<file path="src/design/apqm_pkg.sv">
package apqm_pkg;

    // field widths
    localparam int ANGLE_W   = 16;
    localparam int ERR_W     = ANGLE_W + 1;
    localparam int DIFF_W    = ERR_W + 1;
    localparam int INTEG_W   = 27;
    localparam int GAIN_W    = 16;
    localparam int CFG_W     = 48;
    localparam int BASE_W    = 12;
    localparam int MOTOR_W   = 11;
    localparam int ARM_W     = 8;
    localparam int REG_IDX_W = 2;

    // shared datapath widths
    localparam int MUL_A_W = 32;
    localparam int MUL_B_W = 16;
    localparam int PROD_W  = MUL_A_W + MUL_B_W;
    localparam int TERM_W  = 48;
    localparam int ACC_W   = 50;

    localparam int NUM_AXES   = 3;
    localparam int NUM_MOTORS = 4;

    // scaling: integral kept as sum of Q.7 errors, terms scaled by 100 * 2^15
    localparam int INTEG_LIMIT = 200000 * (2 ** 7);
    localparam int P_SCALE     = 100;
    localparam int D_SCALE     = 10000;
    localparam int MIX_SCALE   = 100 * (2 ** 15);
    localparam int MOTOR_MIN   = 1000;
    localparam int MOTOR_MAX   = 2000;
    localparam int ARM_MIN     = 8;

    // mix scale is 25 * 2^17: between the clamps, (sum - 1000 * scale) >> 17
    // stays under 25000, where times ceil(2^20 / 25) >> 20 is an exact divide by 25
    localparam int QUOT_SHIFT  = 17;
    localparam int QUOT_W      = 15;
    localparam int RECIP_25    = 41944;
    localparam int RECIP_SHIFT = 20;
    localparam int US_OFS_W    = 10;

    localparam logic signed [ACC_W-1:0] MIX_AT_MIN =
        ACC_W'(longint'(MIX_SCALE) * MOTOR_MIN);
    localparam logic signed [ACC_W-1:0] MIX_AT_MAX =
        ACC_W'(longint'(MIX_SCALE) * MOTOR_MAX);

    // configuration register indexes
    localparam logic [REG_IDX_W-1:0] REG_PITCH_GAINS = 2'd0;
    localparam logic [REG_IDX_W-1:0] REG_ROLL_GAINS  = 2'd1;
    localparam logic [REG_IDX_W-1:0] REG_YAW_GAINS   = 2'd2;

    typedef enum logic [1:0] {AX_PITCH, AX_ROLL, AX_YAW} axis_t;
    typedef enum logic [1:0] {MT_FRONT, MT_RIGHT, MT_BACK, MT_LEFT} motor_t;
    typedef enum logic [2:0] {
        MA_ERR, MA_PROD, MA_INTEG, MA_DIFF, MA_MSCALE, MA_QUOT
    } mul_a_t;
    typedef enum logic [2:0] {
        MB_C100, MB_C10000, MB_KP, MB_KI, MB_KD, MB_BASE, MB_RECIP
    } mul_b_t;
    typedef enum logic [1:0] {ACC_HOLD, ACC_CLR, ACC_LOAD, ACC_ADD} acc_op_t;
    typedef enum logic [1:0] {OPND_PROD, OPND_TERM, OPND_MIN} opnd_t;

    typedef enum logic [4:0] {
        S_IDLE, S_ERR, S_P0, S_P1, S_I, S_D0, S_D1, S_ACC, S_TERM,
        S_BASE, S_LOAD, S_MIX_A, S_MIX_B, S_CHECK, S_SCALE, S_MOTOR, S_OUT
    } state_t;

    typedef struct packed {
        logic    busy;
        logic    capture;
        logic    err_upd;
        axis_t   axis;
        logic    mul_en;
        mul_a_t  mul_a;
        mul_b_t  mul_b;
        acc_op_t acc_op;
        opnd_t   opnd;
        axis_t   term_axis;
        logic    term_neg;
        logic    term_wr;
        motor_t  motor;
        logic    range_chk;
        logic    motor_wr;
        logic    out_load;
    } ctl_t;

    typedef struct packed {
        axis_t axis;
        logic  neg;
    } mix_sel_t;

    // plus-frame mixer: which axis term enters each motor, and with which sign
    function automatic mix_sel_t mix_sel(motor_t m, logic slot);
        mix_sel_t r;
        r.axis = AX_YAW;
        r.neg  = 1'b0;
        case (m)
            MT_FRONT:
            begin
                r.axis = slot ? AX_YAW : AX_PITCH;
                r.neg  = slot;
            end
            MT_RIGHT:
            begin
                r.axis = slot ? AX_YAW : AX_ROLL;
                r.neg  = !slot;
            end
            MT_BACK:
            begin
                r.axis = slot ? AX_YAW : AX_PITCH;
                r.neg  = 1'b1;
            end
            MT_LEFT:
            begin
                r.axis = slot ? AX_YAW : AX_ROLL;
                r.neg  = 1'b0;
            end
            default:
            begin
                r.axis = AX_YAW;
                r.neg  = 1'b0;
            end
        endcase
        return r;
    endfunction

endpackage

</file>
<file path="src/design/attitude_pid_quad_mixer.sv">
// channel  direction  handshake           payload
// in       input      in_valid/in_stall   angles, targets, base throttles, arm_level
// out      output     out_valid/out_stall motor_front/right/back/left, write_pwm
// cfg      input      cfg_we              cfg_index, cfg_data (no stall)
//
// a word goes through the three axes on the shared 32x16 multiplier and
// 50-bit adder, then through the four motors for the mix, the range check
// and a reciprocal multiply on that same multiplier
// in_stall stays high from acceptance until the result is loaded, so the
// next word is not taken before then; a held result in the output register
// (out_stall high) delays the load further
// reset clears gains, integrals, last errors, sequencer and out_valid
module attitude_pid_quad_mixer
    import apqm_pkg::*;
(
    input  logic                        clk,
    input  logic                        rst_n,
    input  logic                        cfg_we,
    input  logic        [REG_IDX_W-1:0] cfg_index,
    input  logic        [CFG_W-1:0]     cfg_data,
    input  logic                        in_valid,
    output logic                        in_stall,
    input  logic signed [ANGLE_W-1:0]   pitch_angle,
    input  logic signed [ANGLE_W-1:0]   roll_angle,
    input  logic signed [ANGLE_W-1:0]   yaw_angle,
    input  logic signed [ANGLE_W-1:0]   pitch_target,
    input  logic signed [ANGLE_W-1:0]   roll_target,
    input  logic signed [ANGLE_W-1:0]   yaw_target,
    input  logic        [BASE_W-1:0]    base_front,
    input  logic        [BASE_W-1:0]    base_right,
    input  logic        [BASE_W-1:0]    base_back,
    input  logic        [BASE_W-1:0]    base_left,
    input  logic        [ARM_W-1:0]     arm_level,
    output logic                        out_valid,
    input  logic                        out_stall,
    output logic        [MOTOR_W-1:0]   motor_front,
    output logic        [MOTOR_W-1:0]   motor_right,
    output logic        [MOTOR_W-1:0]   motor_back,
    output logic        [MOTOR_W-1:0]   motor_left,
    output logic                        write_pwm
);

    ctl_t               ctl;
    logic               in_fire;
    logic               out_free;
    logic [MOTOR_W-1:0] res_front, res_right, res_back, res_left;
    logic               res_armed;
    logic               out_valid_reg;
    logic [MOTOR_W-1:0] front_reg, right_reg, back_reg, left_reg;
    logic               pwm_reg;

    assign in_stall = ctl.busy;
    assign in_fire  = in_valid && !in_stall;
    assign out_free = !out_valid_reg || !out_stall;

    apqm_seq u_seq (
        .clk      (clk),
        .rst_n    (rst_n),
        .in_fire  (in_fire),
        .out_free (out_free),
        .ctl      (ctl)
    );

    apqm_dp u_dp (
        .clk          (clk),
        .rst_n        (rst_n),
        .ctl          (ctl),
        .cfg_we       (cfg_we),
        .cfg_index    (cfg_index),
        .cfg_data     (cfg_data),
        .pitch_angle  (pitch_angle),
        .roll_angle   (roll_angle),
        .yaw_angle    (yaw_angle),
        .pitch_target (pitch_target),
        .roll_target  (roll_target),
        .yaw_target   (yaw_target),
        .base_front   (base_front),
        .base_right   (base_right),
        .base_back    (base_back),
        .base_left    (base_left),
        .arm_level    (arm_level),
        .res_front    (res_front),
        .res_right    (res_right),
        .res_back     (res_back),
        .res_left     (res_left),
        .res_armed    (res_armed)
    );

    // output word register
    always_ff @(posedge clk or negedge rst_n)
    begin
        if (!rst_n)
        begin
            out_valid_reg <= 1'b0;
        end
        else if (ctl.out_load)
        begin
            out_valid_reg <= 1'b1;
        end
        else if (!out_stall)
        begin
            out_valid_reg <= 1'b0;
        end
    end

    always_ff @(posedge clk)
    begin
        if (ctl.out_load)
        begin
            front_reg <= res_front;
            right_reg <= res_right;
            back_reg  <= res_back;
            left_reg  <= res_left;
            pwm_reg   <= res_armed;
        end
    end

    assign out_valid   = out_valid_reg;
    assign motor_front = front_reg;
    assign motor_right = right_reg;
    assign motor_back  = back_reg;
    assign motor_left  = left_reg;
    assign write_pwm   = pwm_reg;

endmodule

</file>
<file path="src/design/apqm_mul.sv">
module apqm_mul
    import apqm_pkg::*;
(
    input  logic                      clk,
    input  logic                      en,
    input  logic signed [MUL_A_W-1:0] a,
    input  logic        [MUL_B_W-1:0] b,
    output logic signed [PROD_W-1:0]  prod
);

    logic signed [PROD_W:0]   full;
    logic signed [PROD_W-1:0] prod_reg;

    // b is unsigned, so it gets a zero sign bit
    assign full = a * $signed({1'b0, b});
    assign prod = prod_reg;

    always_ff @(posedge clk)
    begin
        if (en)
        begin
            prod_reg <= full[PROD_W-1:0];
        end
    end

endmodule

</file>
<file path="src/design/apqm_dp.sv">
module apqm_dp
    import apqm_pkg::*;
(
    input  logic                        clk,
    input  logic                        rst_n,
    input  ctl_t                        ctl,
    input  logic                        cfg_we,
    input  logic        [REG_IDX_W-1:0] cfg_index,
    input  logic        [CFG_W-1:0]     cfg_data,
    input  logic signed [ANGLE_W-1:0]   pitch_angle,
    input  logic signed [ANGLE_W-1:0]   roll_angle,
    input  logic signed [ANGLE_W-1:0]   yaw_angle,
    input  logic signed [ANGLE_W-1:0]   pitch_target,
    input  logic signed [ANGLE_W-1:0]   roll_target,
    input  logic signed [ANGLE_W-1:0]   yaw_target,
    input  logic        [BASE_W-1:0]    base_front,
    input  logic        [BASE_W-1:0]    base_right,
    input  logic        [BASE_W-1:0]    base_back,
    input  logic        [BASE_W-1:0]    base_left,
    input  logic        [ARM_W-1:0]     arm_level,
    output logic        [MOTOR_W-1:0]   res_front,
    output logic        [MOTOR_W-1:0]   res_right,
    output logic        [MOTOR_W-1:0]   res_back,
    output logic        [MOTOR_W-1:0]   res_left,
    output logic                        res_armed
);

    localparam logic signed [INTEG_W:0] INTEG_HI = (INTEG_W + 1)'(INTEG_LIMIT);
    localparam logic signed [INTEG_W:0] INTEG_LO = -INTEG_HI;

    logic signed [ANGLE_W-1:0] angle_reg  [NUM_AXES];
    logic signed [ANGLE_W-1:0] target_reg [NUM_AXES];
    logic        [BASE_W-1:0]  base_reg   [NUM_MOTORS];
    logic                      armed_reg;
    logic        [CFG_W-1:0]   gains_reg  [NUM_AXES];
    logic signed [INTEG_W-1:0] integ_reg  [NUM_AXES];
    logic signed [ERR_W-1:0]   last_reg   [NUM_AXES];
    logic signed [TERM_W-1:0]  term_reg   [NUM_AXES];
    logic signed [ERR_W-1:0]   err_reg;
    logic signed [DIFF_W-1:0]  diff_reg;
    logic signed [ACC_W-1:0]   acc_reg;
    logic                      lo_reg;
    logic                      hi_reg;
    logic        [MOTOR_W-1:0] mres_reg   [NUM_MOTORS];

    logic signed [ERR_W-1:0]   err_cur;
    logic signed [INTEG_W:0]   integ_sum;
    logic signed [INTEG_W:0]   integ_clamp;
    logic signed [DIFF_W-1:0]  diff_cur;
    logic        [CFG_W-1:0]   gain_cur;
    logic signed [MUL_A_W-1:0] mul_a;
    logic        [MUL_B_W-1:0] mul_b;
    logic signed [PROD_W-1:0]  prod;
    logic signed [ACC_W-1:0]   term_sel;
    logic signed [ACC_W-1:0]   opnd;
    logic signed [ACC_W-1:0]   sum;
    logic        [MOTOR_W-1:0] mot_val;

    // error, integral update and error change for the current axis
    always_comb
    begin
        err_cur   = ERR_W'(target_reg[ctl.axis]) - ERR_W'(angle_reg[ctl.axis]);
        integ_sum = (INTEG_W + 1)'(integ_reg[ctl.axis]) + (INTEG_W + 1)'(err_cur);
        if (integ_sum > INTEG_HI)
        begin
            integ_clamp = INTEG_HI;
        end
        else if (integ_sum < INTEG_LO)
        begin
            integ_clamp = INTEG_LO;
        end
        else
        begin
            integ_clamp = integ_sum;
        end
        diff_cur = DIFF_W'(err_cur) - DIFF_W'(last_reg[ctl.axis]);
        gain_cur = gains_reg[ctl.axis];
    end

    // multiplier operand selection
    always_comb
    begin
        case (ctl.mul_a)
            MA_ERR:    mul_a = MUL_A_W'(err_reg);
            MA_PROD:   mul_a = prod[MUL_A_W-1:0];
            MA_INTEG:  mul_a = MUL_A_W'(integ_reg[ctl.axis]);
            MA_DIFF:   mul_a = MUL_A_W'(diff_reg);
            MA_MSCALE: mul_a = MUL_A_W'(MIX_SCALE);
            MA_QUOT:   mul_a = MUL_A_W'(acc_reg[QUOT_SHIFT+QUOT_W-1:QUOT_SHIFT]);
            default:   mul_a = '0;
        endcase
        case (ctl.mul_b)
            MB_C100:   mul_b = MUL_B_W'(P_SCALE);
            MB_C10000: mul_b = MUL_B_W'(D_SCALE);
            MB_KP:     mul_b = gain_cur[GAIN_W-1:0];
            MB_KI:     mul_b = gain_cur[2*GAIN_W-1:GAIN_W];
            MB_KD:     mul_b = gain_cur[3*GAIN_W-1:2*GAIN_W];
            MB_BASE:   mul_b = MUL_B_W'(base_reg[ctl.motor]);
            MB_RECIP:  mul_b = MUL_B_W'(RECIP_25);
            default:   mul_b = '0;
        endcase
    end

    apqm_mul u_mul (
        .clk  (clk),
        .en   (ctl.mul_en),
        .a    (mul_a),
        .b    (mul_b),
        .prod (prod)
    );

    // shared adder: accumulate products and terms, then take off the low clamp point
    always_comb
    begin
        term_sel = ACC_W'(term_reg[ctl.term_axis]);
        case (ctl.opnd)
            OPND_PROD: opnd = ACC_W'(prod);
            OPND_TERM: opnd = ctl.term_neg ? -term_sel : term_sel;
            OPND_MIN:  opnd = -MIX_AT_MIN;
            default:   opnd = '0;
        endcase
        sum = acc_reg + opnd;
    end

    // between the clamps the reciprocal product gives whole microseconds above 1000
    always_comb
    begin
        if (lo_reg)
        begin
            mot_val = MOTOR_W'(MOTOR_MIN);
        end
        else if (hi_reg)
        begin
            mot_val = MOTOR_W'(MOTOR_MAX);
        end
        else
        begin
            mot_val = MOTOR_W'(MOTOR_MIN) +
                      MOTOR_W'(prod[RECIP_SHIFT+US_OFS_W-1:RECIP_SHIFT]);
        end
    end

    // gains and controller state
    always_ff @(posedge clk or negedge rst_n)
    begin
        if (!rst_n)
        begin
            for (int i = 0; i < NUM_AXES; i++)
            begin
                gains_reg[i] <= '0;
                integ_reg[i] <= '0;
                last_reg[i]  <= '0;
            end
        end
        else
        begin
            if (cfg_we)
            begin
                case (cfg_index)
                    REG_PITCH_GAINS: gains_reg[AX_PITCH] <= cfg_data;
                    REG_ROLL_GAINS:  gains_reg[AX_ROLL]  <= cfg_data;
                    REG_YAW_GAINS:   gains_reg[AX_YAW]   <= cfg_data;
                    default:         ;
                endcase
            end
            if (ctl.err_upd)
            begin
                integ_reg[ctl.axis] <= integ_clamp[INTEG_W-1:0];
                last_reg[ctl.axis]  <= err_cur;
            end
        end
    end

    always_ff @(posedge clk)
    begin
        if (ctl.capture)
        begin
            angle_reg[AX_PITCH]  <= pitch_angle;
            angle_reg[AX_ROLL]   <= roll_angle;
            angle_reg[AX_YAW]    <= yaw_angle;
            target_reg[AX_PITCH] <= pitch_target;
            target_reg[AX_ROLL]  <= roll_target;
            target_reg[AX_YAW]   <= yaw_target;
            base_reg[MT_FRONT]   <= base_front;
            base_reg[MT_RIGHT]   <= base_right;
            base_reg[MT_BACK]    <= base_back;
            base_reg[MT_LEFT]    <= base_left;
            armed_reg            <= arm_level > ARM_W'(ARM_MIN);
        end
        if (ctl.err_upd)
        begin
            err_reg  <= err_cur;
            diff_reg <= diff_cur;
        end
        case (ctl.acc_op)
            ACC_CLR:  acc_reg <= '0;
            ACC_LOAD: acc_reg <= ACC_W'(prod);
            ACC_ADD:  acc_reg <= sum;
            default:  ;
        endcase
        if (ctl.term_wr)
        begin
            term_reg[ctl.axis] <= acc_reg[TERM_W-1:0];
        end
        // clamp flags come from the full mix sum, before the offset is taken off
        if (ctl.range_chk)
        begin
            lo_reg <= acc_reg < MIX_AT_MIN;
            hi_reg <= acc_reg >= MIX_AT_MAX;
        end
        if (ctl.motor_wr)
        begin
            mres_reg[ctl.motor] <= mot_val;
        end
    end

    assign res_front = mres_reg[MT_FRONT];
    assign res_right = mres_reg[MT_RIGHT];
    assign res_back  = mres_reg[MT_BACK];
    assign res_left  = mres_reg[MT_LEFT];
    assign res_armed = armed_reg;

endmodule

</file>
<file path="src/design/apqm_seq.sv">
module apqm_seq
    import apqm_pkg::*;
(
    input  logic clk,
    input  logic rst_n,
    input  logic in_fire,
    input  logic out_free,
    output ctl_t ctl
);

    state_t   state_reg, state_next;
    axis_t    axis_reg, axis_next;
    motor_t   motor_reg, motor_next;
    mix_sel_t sel;

    always_ff @(posedge clk or negedge rst_n)
    begin
        if (!rst_n)
        begin
            state_reg <= S_IDLE;
            axis_reg  <= AX_PITCH;
            motor_reg <= MT_FRONT;
        end
        else
        begin
            state_reg <= state_next;
            axis_reg  <= axis_next;
            motor_reg <= motor_next;
        end
    end

    always_comb
    begin
        state_next = state_reg;
        axis_next  = axis_reg;
        motor_next = motor_reg;
        sel        = mix_sel(motor_reg, state_reg == S_MIX_B);

        ctl.busy      = state_reg != S_IDLE;
        ctl.capture   = 1'b0;
        ctl.err_upd   = 1'b0;
        ctl.axis      = axis_reg;
        ctl.mul_en    = 1'b0;
        ctl.mul_a     = MA_ERR;
        ctl.mul_b     = MB_C100;
        ctl.acc_op    = ACC_HOLD;
        ctl.opnd      = OPND_PROD;
        ctl.term_axis = sel.axis;
        ctl.term_neg  = sel.neg;
        ctl.term_wr   = 1'b0;
        ctl.motor     = motor_reg;
        ctl.range_chk = 1'b0;
        ctl.motor_wr  = 1'b0;
        ctl.out_load  = 1'b0;

        case (state_reg)
            S_IDLE:
            begin
                ctl.capture = in_fire;
                if (in_fire)
                begin
                    axis_next  = AX_PITCH;
                    state_next = S_ERR;
                end
            end
            S_ERR:
            begin
                ctl.err_upd = 1'b1;
                ctl.acc_op  = ACC_CLR;
                state_next  = S_P0;
            end
            S_P0:
            begin
                ctl.mul_en = 1'b1;
                ctl.mul_a  = MA_ERR;
                ctl.mul_b  = MB_C100;
                state_next = S_P1;
            end
            S_P1:
            begin
                ctl.mul_en = 1'b1;
                ctl.mul_a  = MA_PROD;
                ctl.mul_b  = MB_KP;
                state_next = S_I;
            end
            S_I:
            begin
                ctl.mul_en = 1'b1;
                ctl.mul_a  = MA_INTEG;
                ctl.mul_b  = MB_KI;
                ctl.acc_op = ACC_ADD;
                state_next = S_D0;
            end
            S_D0:
            begin
                ctl.mul_en = 1'b1;
                ctl.mul_a  = MA_DIFF;
                ctl.mul_b  = MB_C10000;
                ctl.acc_op = ACC_ADD;
                state_next = S_D1;
            end
            S_D1:
            begin
                ctl.mul_en = 1'b1;
                ctl.mul_a  = MA_PROD;
                ctl.mul_b  = MB_KD;
                state_next = S_ACC;
            end
            S_ACC:
            begin
                ctl.acc_op = ACC_ADD;
                state_next = S_TERM;
            end
            S_TERM:
            begin
                ctl.term_wr = 1'b1;
                case (axis_reg)
                    AX_PITCH:
                    begin
                        axis_next  = AX_ROLL;
                        state_next = S_ERR;
                    end
                    AX_ROLL:
                    begin
                        axis_next  = AX_YAW;
                        state_next = S_ERR;
                    end
                    default:
                    begin
                        motor_next = MT_FRONT;
                        state_next = S_BASE;
                    end
                endcase
            end
            S_BASE:
            begin
                ctl.mul_en = 1'b1;
                ctl.mul_a  = MA_MSCALE;
                ctl.mul_b  = MB_BASE;
                state_next = S_LOAD;
            end
            S_LOAD:
            begin
                ctl.acc_op = ACC_LOAD;
                state_next = S_MIX_A;
            end
            S_MIX_A:
            begin
                ctl.acc_op = ACC_ADD;
                ctl.opnd   = OPND_TERM;
                state_next = S_MIX_B;
            end
            S_MIX_B:
            begin
                ctl.acc_op = ACC_ADD;
                ctl.opnd   = OPND_TERM;
                state_next = S_CHECK;
            end
            S_CHECK:
            begin
                ctl.range_chk = 1'b1;
                ctl.acc_op    = ACC_ADD;
                ctl.opnd      = OPND_MIN;
                state_next    = S_SCALE;
            end
            S_SCALE:
            begin
                ctl.mul_en = 1'b1;
                ctl.mul_a  = MA_QUOT;
                ctl.mul_b  = MB_RECIP;
                state_next = S_MOTOR;
            end
            S_MOTOR:
            begin
                ctl.motor_wr = 1'b1;
                case (motor_reg)
                    MT_FRONT:
                    begin
                        motor_next = MT_RIGHT;
                        state_next = S_BASE;
                    end
                    MT_RIGHT:
                    begin
                        motor_next = MT_BACK;
                        state_next = S_BASE;
                    end
                    MT_BACK:
                    begin
                        motor_next = MT_LEFT;
                        state_next = S_BASE;
                    end
                    default:
                    begin
                        state_next = S_OUT;
                    end
                endcase
            end
            S_OUT:
            begin
                // hold here until the previous result word is taken
                if (out_free)
                begin
                    ctl.out_load = 1'b1;
                    state_next   = S_IDLE;
                end
            end
            default:
            begin
                state_next = S_IDLE;
            end
        endcase
    end

endmodule

</file>
<file path="config.mk">
export PLATFORM = sky130hd
export DESIGN_NAME = attitude_pid_quad_mixer
export DESIGN_NICKNAME = d
export VERILOG_FILES = /design/src/design/apqm_pkg.sv /design/src/design/attitude_pid_quad_mixer.sv /design/src/design/apqm_mul.sv /design/src/design/apqm_dp.sv /design/src/design/apqm_seq.sv
export SDC_FILE = /design/constraint.sdc
export NUM_CORES = 2
export LEC_CHECK = 0
export ABC_CLOCK_PERIOD_IN_PS = 25500
export BUFFER_PORTS_ARGS = -buffer_cell sky130_fd_sc_hd__buf_2
export CAP_MARGIN = 20
export CORE_MARGIN = 10
export CORE_UTILIZATION = 55
export CTS_CLUSTER_SIZE = 8
export DETAILED_ROUTE_END_ITERATION = 12
export HOLD_SLACK_MARGIN = 0.08
export PLACE_DENSITY_LB_ADDON = 0.1
export SLEW_MARGIN = 25
export SYNTH_ARGS = -nofsm -noshare
export SYNTH_HDL_FRONTEND = slang
export SYNTH_SLANG_ARGS = --single-unit
export TNS_END_PERCENT = 100
</file>
<file path="constraint.sdc">
create_clock -name clk -period 25.5 [get_ports clk]
set_input_delay 1.275 -clock clk [delete_from_list [all_inputs] [get_ports clk]]
set_output_delay 1.275 -clock clk [all_outputs]
set_load 0.02 [all_outputs]
</file>
==> results.yml <==
drt:
  first_pass_iters: 8
  drc_errors: 0
  wire_per_inst_um: 22.9
  vias: 42000
  dr.first_iter.drc_count: 3768
  wirelength_um: 162000
  vias_per_cell: 5.95
  final_antenna_net_count: 0
clock_tree:
  cts-root-buf: "clkbuf_16"
  cts_resized: 0
  cts.htree.levels: 3
  cts_made_buffers: 110
  tritoncts: "done"
  cts_setup_buffers: 0
  clkSlewWorstSetupHoldPaths_ns: 0.06
  cts.sinks: 799
  cts_buffer_depth: 3
  hold_buffers: 0
  clock_latency_ns: 0.72
run:
  maxCapViolCount: 0
global_route:
  first_global_vias: 43000
  antenna_found_initial: 2
  grt_max_degree: 96
  grt-ovfl-total: 0
  grtUsageTotal_pct: 27.6
  grt_pass1_wl_um: 253000
critical_path:
  cp-start-kind: "flip-flop"
  slowest_stage: "nor3_1"
  critical_path.max_stage_delay_ns: 0.72
  crit_path_end_kind: "flip-flop"
  path_delay_family: "adder cells"
  crit_arrival_ns: 10.50
  r2r_slack_ns: 15.46
  worstPathRequired_ns: 25.96
  crit_top_cell: "fa_1"
  worst-path-buf-inv: 6
  worst-setup-path-type: "reg2reg"
  crit_fanout: 25
sta:
  whs_ns: 0.412
  layout_setup_ws_ns: 15.46
  tightest_slew_ns: 1.15
  setup_tns_ns: 0
  hold_viol_final: 0
  rsz0062_at_grt: "false"
  report.final.slew_viol_count: 0
  finalSetupViolCount: 0
  timing.fmax_mhz: 99.6
  relSlewSlack_pct: 23.2
  clock_skew_ns: 0.0648
  fin_crit_sh_pct: 39.4
  min_period_ns: 10.04
placed_design:
  dpl_worst_slack_ns: 15.54
  hpwlAfterDp_um: 120000
  io_buffers: 253
  finalWeightedCongestion: 0.982
floorplan:
  top_level_ports: 254
  coreArea_sq_um: 102000
  num_rows: 117
  initial_utilization_pct: 55.6
  die_w_um: 341
  die_h_um: 341
  die-area_sq_um: 117000
finish:
  drive_gt1_share_pct: 12.6
  nets: 6568
  syn2layout_area_growth_pct: 10.8
synth:
  ys.flop_type: "edfxtp_1"
  synth_top_area_share_pct: 27.1
  yosysTopAreaCell: "edfxtp_1"
  ys_types: 88
  ys_warn_count: 0
  netlist_instances: 5432
  syn_area_sq_um: 56800
  synth-edff-count: 513
  syn_nets: 6356
  ys_seq_elements: 799
  yosysSeqAreaShare_pct: 39.7
  async_reset_ff_share_pct: 35.8
  synth.area.top_cells: "edfxtp_1 27%, fa_1 17%, dfrtp_1 13%"
  synth.avg_cell_area_sq_um: 10.5
min_path:
  min_path_type: "reg2reg"
run_status:
  status: "finished clean"
## cells in the mapped netlist (79+ instances only)
cell        n
a21o_1     99
a21oi_1   263
clkbuf_1  225
dfrtp_1   286
edfxtp_1  513
fa_1      488
ha_1      229
inv_1     659
mux2_2    170
mux2i_1   128
nand2_1   677
nor2_1    463
o21ai_0   276
xnor2_1   109
xor2_1     79
## through the flow
step | util [%] | cells | cell area, sq um
5_1_grt | 61.6 | 7066 | 62900
6_report | 61.6 | 7067 | 62900
4_1_cts | 61.6 | 7065 | 62900
3_3_place_gp | 58.5 | 6897 | 59700
2_1_floorplan | - | 5432 | 56800
3_5_place_dp | 58.5 | 6899 | 59800
## logic make-up after synthesis
kind of cell | count (synthesis) | share of synthesized area [%]
simple gates | 1444 | 10.9
buf+inv | 918 | 6.13
fa+ha+maj | 717 | 22.2
xor+xnor | 188 | 2.90
mux | 310 | 6.10
compound gates | 1056 | 12.1
flops | 799 | 39.7
## placed cells by master (no fill, tap or decap), types with 111 or more instances in the layout
master       n
nand2_1    676
inv_1      659
edfxtp_1   513
fa_1       488
nor2_1     460
dfrtp_1    284
o21ai_0    276
a21oi_1    259
buf_2      253
ha_1       229
mux2_2     170
mux2i_1    128
clkbuf_16  111
## final timing paths
| kind | start | to | cells past startpoint |
|---|---|---|---|
| max in group asynchronous | rst_n | u_dp.gains_reg[82] | 3 |
| max reg2reg | u_seq.state_reg[4] | u_dp.u_mul.prod[45] | 30 |
| max | u_seq.state_reg[4] | u_dp.u_mul.prod[45] | 30 |
| min | u_dp.mres_reg[1][0] | motor_right[0] | 0 |
| min reg2reg | u_dp.mres_reg[1][0] | motor_right[0] | 0 |
| min in group asynchronous | rst_n | u_dp.last_reg[50] | 1 |
## routing by layer
layer	up-vias	part of all wire [%]	global-route usage (%)
li1	18900	-	-
met1	21000	42	37.6
met2	1775	46	44.7
met3	329	7.9	4.74
met4	0	3.5	9.00
met5	-	0	0
## layout make-up
| type | instances | area (sq um) |
|---|---|---|
| Fill cell | 8519 | 39200 |
| Multi-Input combinational cell | 3715 | 30900 |
| Sequential cell | 799 | 22600 |
| Clock buffer | 159 | 2980 |
| Inverter | 662 | 2480 |
| Timing Repair Buffer | 356 | 2070 |
| Tap cell | 1368 | 1710 |
| Clock inverter | 7 | 174 |
| Antenna cell | 1 | 2.50 |
Power is not shown: default switching activity piles up to over one toggle a cycle in this logic, so the estimate is an artifact.
